`src/hdl/assert_macros.svh`:
```
// ----------------------------------------------------------------------------
// assertion macros
// concurrent assertion wrappers, compiled out when NO_ASSERTIONS is defined
// ----------------------------------------------------------------------------
`ifndef ASSERT_MACROS_SVH
`define ASSERT_MACROS_SVH
`ifndef NO_ASSERTIONS
`define CRA_ASSERT(lbl, clk, rst_n, prop) \
  lbl: assert property (@(posedge clk) disable iff (!rst_n) prop) \
    else $error("assertion failed");
`define CRA_ASSERT_NEVER(lbl, clk, rst_n, cond) \
  lbl: assert property (@(posedge clk) disable iff (!rst_n) !(cond)) \
    else $error("forbidden condition seen");
`else
`define CRA_ASSERT(lbl, clk, rst_n, prop)
`define CRA_ASSERT_NEVER(lbl, clk, rst_n, cond)
`endif
`endif

```
`src/hdl/cra_pkg.sv`:
```
// ----------------------------------------------------------------------------
// cra_pkg
// shared types and constants of the color ramp pipeline
// ----------------------------------------------------------------------------
package cra_pkg;

  localparam int AGE_W        = 16;
  localparam int CHAN_W       = 8;
  localparam int FRAC_W       = 8;
  localparam int NUM_CHAN     = 4;
  localparam int STOP_COUNT_W = 3;
  localparam int APB_ADDR_W   = 5;
  localparam int APB_DATA_W   = 32;
  localparam int REG_IDX_W    = 3;

  localparam int CH_RED   = 3;
  localparam int CH_GREEN = 2;
  localparam int CH_BLUE  = 1;
  localparam int CH_ALPHA = 0;

  typedef logic [NUM_CHAN-1:0][CHAN_W-1:0] rgba_t;

  typedef enum logic [REG_IDX_W-1:0] {
    REG_STOP_COUNT   = 3'd0,
    REG_COLOR_STOP_0 = 3'd1,
    REG_COLOR_STOP_1 = 3'd2,
    REG_COLOR_STOP_2 = 3'd3,
    REG_COLOR_STOP_3 = 3'd4,
    REG_COLOR_STOP_4 = 3'd5,
    REG_COLOR_STOP_5 = 3'd6,
    REG_COLOR_STOP_6 = 3'd7
  } reg_idx_e;

endpackage

```
`src/hdl/cra_div.sv`:
```
// ----------------------------------------------------------------------------
// cra_div
// pipelined restoring divider, one quotient bit per stage, per-stage valid
// ----------------------------------------------------------------------------
`include "assert_macros.svh"

module cra_div #(
  parameter int QUOT_W = 11
) (
  input  logic                                clk_i,
  input  logic                                rst_ni,
  input  logic                                in_valid_i,
  output logic                                in_ready_o,
  input  logic [cra_pkg::AGE_W+QUOT_W-1:0]    num_i,
  input  logic [cra_pkg::AGE_W-1:0]           den_i,
  input  logic                                sat_i,
  output logic                                out_valid_o,
  input  logic                                out_ready_i,
  output logic [QUOT_W-1:0]                   quo_o,
  output logic                                sat_o
);
  import cra_pkg::*;

  localparam int NUM_W = AGE_W + QUOT_W;

  logic [QUOT_W:0]   vld_q;
  logic [QUOT_W+1:0] rdy;
  logic [AGE_W-1:0]  rem_q [QUOT_W+1];
  logic [AGE_W-1:0]  den_q [QUOT_W+1];
  logic [QUOT_W-1:0] low_q [QUOT_W+1];
  logic [QUOT_W-1:0] quo_q [QUOT_W+1];
  logic              sat_q [QUOT_W+1];

  assign rdy[QUOT_W+1] = out_ready_i;

  genvar k;
  generate
    for (k = 0; k <= QUOT_W; k++) begin : g_rdy
      assign rdy[k] = !vld_q[k] || rdy[k+1];
    end
  endgenerate

  // input stage
  always_ff @(posedge clk_i or negedge rst_ni) begin
    if (!rst_ni) begin
      vld_q[0] <= 1'b0;
    end else if (rdy[0]) begin
      vld_q[0] <= in_valid_i;
    end
  end

  always_ff @(posedge clk_i) begin
    if (rdy[0] && in_valid_i) begin
      rem_q[0] <= num_i[NUM_W-1:QUOT_W];
      low_q[0] <= num_i[QUOT_W-1:0];
      den_q[0] <= den_i;
      quo_q[0] <= '0;
      sat_q[0] <= sat_i;
    end
  end

  // one subtract and compare per stage
  generate
    for (k = 1; k <= QUOT_W; k++) begin : g_step
      logic [AGE_W:0]   trial;
      logic [AGE_W:0]   diff;
      logic             ge;
      logic [AGE_W-1:0] rem_d;

      assign trial = {rem_q[k-1], low_q[k-1][QUOT_W-1]};
      assign diff  = trial - {1'b0, den_q[k-1]};
      assign ge    = trial >= {1'b0, den_q[k-1]};
      assign rem_d = ge ? diff[AGE_W-1:0] : trial[AGE_W-1:0];

      always_ff @(posedge clk_i or negedge rst_ni) begin
        if (!rst_ni) begin
          vld_q[k] <= 1'b0;
        end else if (rdy[k]) begin
          vld_q[k] <= vld_q[k-1];
        end
      end

      always_ff @(posedge clk_i) begin
        if (rdy[k] && vld_q[k-1]) begin
          rem_q[k] <= rem_d;
          low_q[k] <= {low_q[k-1][QUOT_W-2:0], 1'b0};
          den_q[k] <= den_q[k-1];
          quo_q[k] <= {quo_q[k-1][QUOT_W-2:0], ge};
          sat_q[k] <= sat_q[k-1];
        end
      end
    end
  endgenerate

  assign in_ready_o  = rdy[0];
  assign out_valid_o = vld_q[QUOT_W];
  assign quo_o       = quo_q[QUOT_W];
  assign sat_o       = sat_q[QUOT_W];

  `CRA_ASSERT(a_rem_below_den, clk_i, rst_ni, out_valid_o && !sat_o |-> rem_q[QUOT_W] < den_q[QUOT_W])
  `CRA_ASSERT_NEVER(a_blocked_empty, clk_i, rst_ni, !in_ready_o && !vld_q[0])
  `CRA_ASSERT(a_out_hold, clk_i, rst_ni, out_valid_o && !out_ready_i |=> out_valid_o && $stable(quo_o))

endmodule

```
`src/hdl/color_ramp_by_age.sv`:
```
// an accepted transaction passes the divider stages, then stages a to d,
//   before its color shows; QUOT_W = 8 + clog2(MAX_STOPS)
// throughput: one transaction per cycle unless out_ready_i stalls the pipeline
// reset: stop_count returns to 1, all color stops to 0, pipeline empties
// ----------------------------------------------------------------------------
// color_ramp_by_age
// particle RGBA color from a piecewise linear ramp of evenly spaced stops
// ----------------------------------------------------------------------------
`include "assert_macros.svh"

module color_ramp_by_age #(
  parameter int MAX_STOPS = 7
) (
  input  logic                            clk_i,
  input  logic                            rst_ni,
  input  logic                            psel,
  input  logic                            penable,
  input  logic                            pwrite,
  input  logic [cra_pkg::APB_ADDR_W-1:0]  paddr,
  input  logic [cra_pkg::APB_DATA_W-1:0]  pwdata,
  output logic [cra_pkg::APB_DATA_W-1:0]  prdata,
  output logic                            pready,
  input  logic                            in_valid_i,
  output logic                            in_ready_o,
  input  logic [cra_pkg::AGE_W-1:0]       particle_age_i,
  input  logic [cra_pkg::AGE_W-1:0]       death_age_i,
  output logic                            out_valid_o,
  input  logic                            out_ready_i,
  output logic [cra_pkg::CHAN_W-1:0]      red_o,
  output logic [cra_pkg::CHAN_W-1:0]      green_o,
  output logic [cra_pkg::CHAN_W-1:0]      blue_o,
  output logic [cra_pkg::CHAN_W-1:0]      alpha_o
);
  import cra_pkg::*;

  localparam int IDX_W  = (MAX_STOPS > 1) ? $clog2(MAX_STOPS) : 1;
  localparam int QUOT_W = FRAC_W + IDX_W;
  localparam int PROD_W = AGE_W + IDX_W;
  localparam int DIFF_W = CHAN_W + 1;
  localparam int MUL_W  = 2 * DIFF_W;

  // configuration registers
  logic [STOP_COUNT_W-1:0] stop_count_q;
  logic [APB_DATA_W-1:0]   stop_q [MAX_STOPS];
  logic                    wr_en;
  reg_idx_e                reg_sel;

  assign wr_en   = psel && penable && pwrite;
  assign reg_sel = reg_idx_e'(paddr[APB_ADDR_W-1:2]);
  assign pready  = 1'b1;

  always_ff @(posedge clk_i or negedge rst_ni) begin
    if (!rst_ni) begin
      stop_count_q <= STOP_COUNT_W'(1);
    end else if (wr_en && reg_sel == REG_STOP_COUNT) begin
      stop_count_q <= pwdata[STOP_COUNT_W-1:0];
    end
  end

  always_ff @(posedge clk_i or negedge rst_ni) begin
    if (!rst_ni) begin
      for (int k = 0; k < MAX_STOPS; k++) begin
        stop_q[k] <= '0;
      end
    end else begin
      for (int k = 0; k < MAX_STOPS; k++) begin
        if (wr_en && reg_sel == reg_idx_e'(REG_COLOR_STOP_0 + REG_IDX_W'(k))) begin
          stop_q[k] <= pwdata;
        end
      end
    end
  end

  always_comb begin
    prdata = '0;
    if (reg_sel == REG_STOP_COUNT) begin
      prdata = APB_DATA_W'(stop_count_q);
    end
    for (int k = 0; k < MAX_STOPS; k++) begin
      if (reg_sel == reg_idx_e'(REG_COLOR_STOP_0 + REG_IDX_W'(k))) begin
        prdata = stop_q[k];
      end
    end
  end

  // last stop index in use
  logic [IDX_W-1:0] nm1;

  always_comb begin
    if (stop_count_q == '0) begin
      nm1 = '0;
    end else if (stop_count_q > STOP_COUNT_W'(MAX_STOPS)) begin
      nm1 = IDX_W'(MAX_STOPS - 1);
    end else begin
      nm1 = IDX_W'(stop_count_q - STOP_COUNT_W'(1));
    end
  end

  // position = age * (n-1) * 256 / death
  logic [PROD_W-1:0] prod_in;
  logic              sat_in;
  logic              div_valid;
  logic              div_sat;
  logic [QUOT_W-1:0] div_quo;
  logic              ready_a;

  assign prod_in = PROD_W'(particle_age_i) * PROD_W'(nm1);
  assign sat_in  = particle_age_i >= death_age_i;

  cra_div #(
    .QUOT_W (QUOT_W)
  ) u_div (
    .clk_i       (clk_i),
    .rst_ni      (rst_ni),
    .in_valid_i  (in_valid_i),
    .in_ready_o  (in_ready_o),
    .num_i       ({prod_in, FRAC_W'(0)}),
    .den_i       (death_age_i),
    .sat_i       (sat_in),
    .out_valid_o (div_valid),
    .out_ready_i (ready_a),
    .quo_o       (div_quo),
    .sat_o       (div_sat)
  );

  // stage a: stop selection
  logic              va_q, vb_q, vc_q, vd_q;
  logic              ready_b, ready_c, ready_d;
  logic [IDX_W-1:0]  idx_a_d, nxt_a_d, idx_a_q, nxt_a_q, idx_raw;
  logic [FRAC_W-1:0] frac_a_d, frac_a_q;
  logic              sat_a_q;

  assign ready_d = !vd_q || out_ready_i;
  assign ready_c = !vc_q || ready_d;
  assign ready_b = !vb_q || ready_c;
  assign ready_a = !va_q || ready_b;

  assign idx_raw = div_quo[QUOT_W-1:FRAC_W];

  always_comb begin
    if (div_sat) begin
      idx_a_d  = nm1;
      frac_a_d = '0;
    end else begin
      idx_a_d  = (idx_raw > nm1) ? nm1 : idx_raw;
      frac_a_d = div_quo[FRAC_W-1:0];
    end
    nxt_a_d = (idx_a_d < nm1) ? idx_a_d + IDX_W'(1) : nm1;
  end

  always_ff @(posedge clk_i or negedge rst_ni) begin
    if (!rst_ni) begin
      va_q <= 1'b0;
      vb_q <= 1'b0;
      vc_q <= 1'b0;
      vd_q <= 1'b0;
    end else begin
      if (ready_a) begin
        va_q <= div_valid;
      end
      if (ready_b) begin
        vb_q <= va_q;
      end
      if (ready_c) begin
        vc_q <= vb_q;
      end
      if (ready_d) begin
        vd_q <= vc_q;
      end
    end
  end

  always_ff @(posedge clk_i) begin
    if (ready_a && div_valid) begin
      idx_a_q  <= idx_a_d;
      nxt_a_q  <= nxt_a_d;
      frac_a_q <= frac_a_d;
      sat_a_q  <= div_sat;
    end
  end

  // stage b: stop fetch and channel difference
  rgba_t                    lo_stop, hi_stop;
  logic [CHAN_W-1:0]        c0_b_q  [NUM_CHAN];
  logic signed [DIFF_W-1:0] diff_b_q [NUM_CHAN];
  logic [FRAC_W-1:0]        frac_b_q;

  assign lo_stop = rgba_t'(stop_q[idx_a_q]);
  assign hi_stop = rgba_t'(stop_q[nxt_a_q]);

  always_ff @(posedge clk_i) begin
    if (ready_b && va_q) begin
      for (int ch = 0; ch < NUM_CHAN; ch++) begin
        c0_b_q[ch]   <= lo_stop[ch];
        diff_b_q[ch] <= $signed({1'b0, hi_stop[ch]}) - $signed({1'b0, lo_stop[ch]});
      end
      frac_b_q <= frac_a_q;
    end
  end

  // stage c: weight by fraction
  logic [CHAN_W-1:0]       c0_c_q   [NUM_CHAN];
  logic signed [MUL_W-1:0] prod_c_q [NUM_CHAN];

  always_ff @(posedge clk_i) begin
    if (ready_c && vb_q) begin
      for (int ch = 0; ch < NUM_CHAN; ch++) begin
        c0_c_q[ch]   <= c0_b_q[ch];
        prod_c_q[ch] <= diff_b_q[ch] * $signed({1'b0, frac_b_q});
      end
    end
  end

  // stage d: flooring shift and add, output register
  rgba_t out_q;

  always_ff @(posedge clk_i) begin
    if (ready_d && vc_q) begin
      for (int ch = 0; ch < NUM_CHAN; ch++) begin
        out_q[ch] <= c0_c_q[ch] + prod_c_q[ch][FRAC_W+CHAN_W-1:FRAC_W];
      end
    end
  end

  assign out_valid_o = vd_q;
  assign red_o       = out_q[CH_RED];
  assign green_o     = out_q[CH_GREEN];
  assign blue_o      = out_q[CH_BLUE];
  assign alpha_o     = out_q[CH_ALPHA];

  `CRA_ASSERT(a_sat_last_stop, clk_i, rst_ni, va_q && sat_a_q |-> idx_a_q == nxt_a_q && frac_a_q == '0)
  `CRA_ASSERT(a_nxt_not_below, clk_i, rst_ni, va_q |-> idx_a_q <= nxt_a_q)
  `CRA_ASSERT(a_b_stall_hold, clk_i, rst_ni, vb_q && !ready_c |=> vb_q && $stable(frac_b_q))

endmodule
```
`config.mk`:
```
export PLATFORM = sky130hd
export DESIGN_NAME = color_ramp_by_age
export DESIGN_NICKNAME = d
export VERILOG_FILES = /design/src/hdl/cra_pkg.sv /design/src/hdl/cra_div.sv /design/src/hdl/color_ramp_by_age.sv
export VERILOG_INCLUDE_DIRS = /design/src /design/src/hdl
export SDC_FILE = /design/constraint.sdc
export NUM_CORES = 2
export LEC_CHECK = 0
export BUFFER_PORTS_ARGS = -buffer_cell sky130_fd_sc_hd__buf_2
export CAP_MARGIN = 20
export CORE_MARGIN = 1
export CORE_UTILIZATION = 50
export DETAILED_ROUTE_END_ITERATION = 8
export GPL_TIMING_DRIVEN = 0
export PLACE_DENSITY = 0.76
export RECOVER_POWER = 25
export SLEW_MARGIN = 5
export SYNTH_ARGS = -nofsm -noshare
export SYNTH_HDL_FRONTEND = slang
export SYNTH_SLANG_ARGS = --single-unit
```
`constraint.sdc`:
```
create_clock -name clk_i -period 8.5 [get_ports clk_i]
set_input_delay 0.425 -clock clk_i [delete_from_list [all_inputs] [get_ports clk_i]]
set_output_delay 0.425 -clock clk_i [all_outputs]
set_load 0.01 [all_outputs]
```
=== Word level (Yosys, flattened, before mapping) ===
Memories as Yosys holds them, arrays and structs flattened.
Index checks and enable logic that the tools add are counted.

* Bits in registers: 297
* Bits in writable memories: 820
* Bits of input ports: 76
* Output and inout bits: 67
* Logic and storage cells: 211
* Memories kept: 9

{| class="wikitable"
|+ Memories
! name !! words !! width !! read ports !! clocked after Yosys merged registers in !! write ports !! RTL line !! source
|-
| u_div.den_q || 12 || 16 || 11 || 0 || 12 || cra_div.sv:29 || <nowiki>logic [AGE_W-1:0] den_q [QUOT_W+1];</nowiki>
|-
| u_div.rem_q || 12 || 16 || 11 || 0 || 12 || cra_div.sv:28 || <nowiki>logic [AGE_W-1:0] rem_q [QUOT_W+1];</nowiki>
|-
| u_div.quo_q || 12 || 11 || 12 || 0 || 12 || cra_div.sv:31 || <nowiki>logic [QUOT_W-1:0] quo_q [QUOT_W+1];</nowiki>
|-
| u_div.low_q || 12 || 10 || 11 || 0 || 12 || cra_div.sv:30 || <nowiki>logic [QUOT_W-1:0] low_q [QUOT_W+1];</nowiki>
|-
| prod_c_q || 4 || 18 || 4 || 0 || 4 || color_ramp_by_age.sv:203 || <nowiki>logic signed [MUL_W-1:0] prod_c_q [NUM_CHAN];</nowiki>
|-
| diff_b_q || 4 || 9 || 4 || 0 || 4 || color_ramp_by_age.sv:185 || <nowiki>logic signed [DIFF_W-1:0] diff_b_q [NUM_CHAN];</nowiki>
|-
| 3 more memories || -- || -- || -- || -- || -- || -- ||
|}

* Add/sub/neg operators: 21
* Multiply operators: 5
* Order comparisons: 17
* Equal/unequal tests: 7
* Muxes and demuxes: 58
* Bitwise gates (word level): 2
* Reductions and logical operators: 60

{| class="wikitable"
|+ Operators by type and width
! cell !! count
|-
| 32-bit two-way mux || 11
|-
| 32-bit binary-select mux with 3-bit select || 2
|-
| 17-bit by 16-bit >= comparator with 1-bit output || 11
|-
| 16-bit two-way mux || 11
|-
| 16-bit subtractor || 11
|-
| 9-bit by 9-bit multiplier with 18-bit output || 4
|-
| 8-bit by 8-bit subtractor with 9-bit output || 4
|-
| 8-bit adder || 4
|-
| 1-bit two-way mux || 28
|-
| 1-bit logical AND || 26
|-
| 16-bit by 3-bit multiplier with 19-bit output || 1
|-
| 3-bit two-way mux || 6
|-
| 16-bit >= comparator || 1
|-
| 1-bit logical NOT || 16
|-
| 1-bit logical OR || 16
|-
| 3-bit == test (second input constant) || 4
|-
| 4-bit >= comparator (second input constant) || 2
|-
| 3-bit inverter with 4-bit output || 2
|-
| 3-bit by 2-bit == test with 1-bit output (second input constant) || 2
|-
| 3-bit logical NOT || 2
|-
| 3-bit by 1-bit adder with 3-bit output (second input constant) || 1
|-
| 3-bit by 1-bit == test with 1-bit output (second input constant) || 1
|-
| 3-bit > comparator || 1
|-
| 3-bit > comparator (second input constant) || 1
|-
| other kinds (2) || 2
|}

=== Depth between registers and ports, before layout ===
* Depth in word-level cells: 20
* Mapped depth: 20
* Gate-level depth less buffers: 18

=== Hierarchy ===
A second synthesis with hierarchy kept.

* Cells, all modules: 5028
* Area, all modules: 58421.0 um^2

{| class="wikitable"
|+ By module, submodules not included
! module !! instances !! cells an instance !! area each (um^2) !! sequential area each (um^2)
|-
| color_ramp_by_age || 1 || 3042 || 33176.8 || 11367.2
|-
| cra_div || 1 || 1986 || 25244.2 || 15194.6
|}

=== Worst setup path after synthesis ===
No wires, ideal clock.

* Kind: register to register
* Start: register frac_b_q[0]
* End: memory prod_c_q[0][15] (netlist name), data pin
* Setup time: 0.265 ns
* Data arrival time: 4.636 ns
* Data required time: 8.235 ns
* Slack: 3.600 ns
* Cell stages (with the launch flop): 19
* Path buffers: 2
* Clock period less this slack: 4.900 ns
* Path through: edfxtp_1 clkbuf_1 clkbuf_1 nand2_1 fa_1 inv_1 fa_1 inv_1 fa_1 fa_1 inv_1 ha_1 o21ai_0 nor2_1 a221oi_1 o21ai_0 and2_1 a311oi_1 xnor2_1

{| class="wikitable"
|+ RTL lines
! what !! RTL line !! source
|-
| start: declaration || color_ramp_by_age.sv:186 || <nowiki>logic [FRAC_W-1:0] frac_b_q;</nowiki>
|-
| start signal: assignment || color_ramp_by_age.sv:197 || <nowiki>frac_b_q <= frac_a_q;</nowiki>
|-
| end: declaration || color_ramp_by_age.sv:203 ||
|}

==> results.rst <==
.. list-table::
   :header-rows: 1

   * - Metric
     - Value
   * - Setup Skew
     - approximately 0.028 ns
   * - Number of gates given a new drive strength after cts
     - 0
   * - Vias in the first global route
     - 39527
   * - Largest net degree at the start of global routing
     - 107
   * - Avg WL per Cell
     - 20.5 µm
   * - Number of slew-limit violations in the final report
     - 48
   * - Post-synthesis instance area
     - approximately 57000 µm²
   * - Violated checks
     - max-capacitance violations, max-slew violations
   * - Post-layout instance area
     - approximately 63000 µm²
   * - Total of warnings raised by yosys
     - 0
   * - Final HPWL DP
     - 104000 µm
   * - Vias
     - around 39000
   * - Post-CTS repair timing setup buffer count
     - 0
   * - Synth Instances
     - approximately 5000
   * - Die boundary height
     - 339 µm
   * - Placer congestion estimate
     - 0.963
   * - Worst min-delay path class
     - input pin to flop
   * - Placed Instances
     - approximately 6700
   * - Clk pin slew, worst setup/hold paths
     - 0.06 ns
   * - Max-slew headroom at the worst pin
     - -1.03
   * - Number of buffers added on ports
     - 136
   * - Setup Total Neg Slack
     - 0 ns
   * - Total gr overflow
     - 0
   * - Time the final worst path needs with I/O delays and setup
     - around 6 ns
   * - Number of buffers created by CTS
     - 91
   * - Post-synthesis cell type count
     - between 90 and 100
   * - Commonest cells in the netlist
     - 658 x inv_1, 622 x edfxtp_1, 388 x nand2_1
   * - Total number of clock tree sinks
     - 865
   * - Max cap viols
     - 1
   * - Status
     - finished with violations
   * - Die ar.
     - 115000 µm²
   * - Detailed Route WL
     - ~140000 µm
   * - Final period utilization
     - 0.725
   * - Final #Nets
     - ~6000
   * - Starting DRC count in detailed routing
     - approximately 3300
   * - Cell Rows
     - 123
   * - Wire length of the first global-routing pass
     - 219000 µm
   * - CP Launch Type
     - flop
   * - Layout cell share with drive strength beyond 1
     - 0.139
   * - Initial cell density of the core
     - 0.504
   * - Unrepaired setup endpoints after global routing
     - no
   * - Flip-flop and latch count after synthesis
     - 865
   * - CTS Buffer Depth
     - 3
   * - Actual slew at the worst max-slew pin
     - 3.05 ns
   * - Layout area overhead
     - 10.8%
   * - Largest area contributor in the netlist
     - edfxtp_1
   * - Required time at the endpoint of the critical path
     - 8.93 ns
   * - Minimum hold slack
     - roughly 0.06 ns
   * - Arrival time worst endpoint
     - 6.58 ns
   * - Overall fraction of global-route tracks in use
     - 0.244
   * - Critical path class
     - flop to flop
   * - Post-Layout Cell Count
     - ~6900
   * - Portion of the post-synthesis area used by sequential elements
     - 0.436
   * - Mean area per synthesized cell
     - ~11 µm²
   * - Most used standard cell by instance count after synthesis
     - inv_1
   * - I/O pin cnt
     - 143
   * - Number of antenna violations at the first check in global routing
     - 16
   * - Number of search-and-repair iterations in the first detailed-routing pass
     - 5
   * - Slack of the worst reg-to-reg path
     - approximately 2.3 ns
   * - CP max stage delay
     - 0.58 ns
   * - Count of flip-flops with a built-in enable after synthesis
     - 622
   * - Syn nets
     - 5743
   * - Worst path slowest cell
     - fa_1
   * - Total of hold buffers inserted after clock tree synthesis
     - 15
   * - Clk Latency, worst-skew pair
     - about 0.68 ns
   * - Remaining design rule violation count
     - 0
   * - Worst-path fanout max
     - 10
   * - Clock tree from TritonCTS
     - done
   * - Routed via count divided by cell count
     - 5.73
   * - Final Hold Viols
     - 0
   * - Proportion of netlist area held by the largest area contributor
     - 0.329
   * - Predominant post-synthesis flop cell
     - edfxtp_1
   * - Critical Path End Type
     - flop
   * - Ranking of synthesized cells by area
     - edfxtp_1 33%, dfrtp_1 11%, fa_1 8.8%, ha_1 8.5%, mux2_2 6.0%
   * - Clock root buffer
     - clkbuf_16
   * - Setup-violating endpoint count in the final report
     - 0
   * - Most used cell along the critical path
     - fa_1
   * - Post-synth ARST share
     - 0.281
   * - Post-detailed-placement cell area
     - 59700 µm²
   * - Placeable Area
     - 112000 µm²
   * - Maximum operating frequency
     - 162 MHz
   * - Width of the die
     - 339 µm
   * - Remaining number of nets flagged by the antenna check after routing
     - 0
   * - Depth of the CTS H-tree
     - 3
   * - Ordered list of cells on the worst path
     - clkbuf_1 > clkbuf_1 > nand2_1 > fa_1 > inv_1 > fa_1 > inv_1 > fa_1 > fa_1 > inv_1 > ha_1 > nor3_1 > o21ai_0 > and3_1 > o311a_1 > o31ai_1 > nand2b_1 > a21oi_1 > xnor2_1
-- critical path: cells and delay by family, from the launching register on --
kind / cells / cell delay, ns
buf+inv: 5 / 1.22
flops: 1 / 0.56
compound gates: 4 / 0.96
fa+ha+maj: 5 / 2.23
simple gates: 4 / 0.84
xor+xnor: 1 / 0.10
-- metrics by stage --
| step | worst slack, ns | utilization |
|---|---|---|
| global placement | 2.53 | 0.527 |
| CTS | 2.45 | 0.559 |
| global route | 2.15 | 0.559 |
| finish | 2.34 | 0.559 |
| floorplan | 3.60 | - |
| detailed placement | 2.47 | 0.530 |
-- layer usage --
metal | part of all wire | wire (µm) | track usage | vias up
li1 | - | - | - | 18063
met1 | 0.40 | 56100 | 0.305 | 19299
met2 | 0.47 | 65800 | 0.396 | 1595
met3 | 0.087 | 12200 | 0.0659 | 425
met4 | 0.047 | 6690 | 0.113 | 20
met5 | 0.00092 | 130 | 0 | -
-- cell type report --
type | count | area [µm²]
Multi-Input combinational cell | 3348 | 28900
Clock inverter | 45 | 507
Buffer | 158 | 689
Tap cell | 1500 | 1880
Antenna cell | 4 | 10.0
Fill cell | 9189 | 49600
Inverter | 661 | 2480
Sequential cell | 865 | 24800
Clock buffer | 125 | 2510
Timing Repair Buffer | 166 | 1120
-- registers in the layout, summed over array words and instances, names as in the netlist, 11 cells and up --
name         flops
c0_b_q          32
u_div.rem_q    176
u_div.sat_q     12
prod_c_q        32
u_div.den_q    176
stop_q         224
u_div.vld_q     11
diff_b_q        36
c0_c_q          32
u_div.quo_q     66
-- path summary, 6_finish.rpt --
check / cells after the start / start / endpoint
max: 19 / frac_b_q[0]$_DFFE_PP_ / prod_c_q[3][15]$_DFFE_PP_
min: 3 / pwdata[0] / stop_count_q[0]$_DFFE_PN1P_
max reg2reg: 19 / frac_b_q[0]$_DFFE_PP_ / prod_c_q[3][15]$_DFFE_PP_
min reg2reg: 0 / u_div.quo_q[2][29]$_DFFE_PP_ / u_div.quo_q[2][41]$_DFFE_PP_
max in group asynchronous: 2 / rst_ni / u_div.out_valid_o$_DFFE_PN0P_
min in group asynchronous: 2 / rst_ni / stop_q[61]$_DFFE_PN0P_
-- cells by family after synthesis --
family,count (synthesis),synth area share
other cells,1,0.0000661
simple gates,1122,0.0940
compound gates,911,0.105
mux,468,0.104
buf+inv,819,0.0559
xor+xnor,211,0.0326
flops,865,0.436
fa+ha+maj,635,0.173
-- placed cells by master, fill, tap and decap left out, types with 18 or more instances in the layout --
| master | netlist | routed |
|---|---|---|
| a21oi_1 | 239 | 239 |
| nor2_1 | 280 | 279 |
| o21a_1 | 48 | 46 |
| inv_1 | 658 | 658 |
| and2_1 | 178 | 173 |
| dfrtp_1 | 242 | 242 |
| nor3_1 | 50 | 50 |
| nand3_1 | 23 | 23 |
| buf_2 | 35 | 154 |
| a22oi_1 | 23 | 23 |
| xor2_1 | 81 | 81 |
| clkbuf_16 | 0 | 91 |
| a21o_1 | 112 | 112 |
| mux4_2 | 64 | 64 |
| xnor2_1 | 130 | 130 |
| fa_1 | 249 | 249 |
| nor2b_1 | 76 | 74 |
| o21bai_1 | 27 | 27 |
| edfxtp_1 | 622 | 622 |
| clkbuf_1 | 99 | 139 |
| ha_1 | 386 | 386 |
| mux2_2 | 301 | 301 |
| mux2i_1 | 97 | 97 |
| nand2b_1 | 52 | 52 |
| a221o_1 | 24 | 24 |
| nand4_1 | 18 | 18 |
| o21ai_0 | 232 | 232 |
| a211oi_1 | 27 | 27 |
| nand2_1 | 388 | 388 |
Power is not shown: default switching activity piles up to over one toggle a cycle in this logic, so the estimate is an artifact.
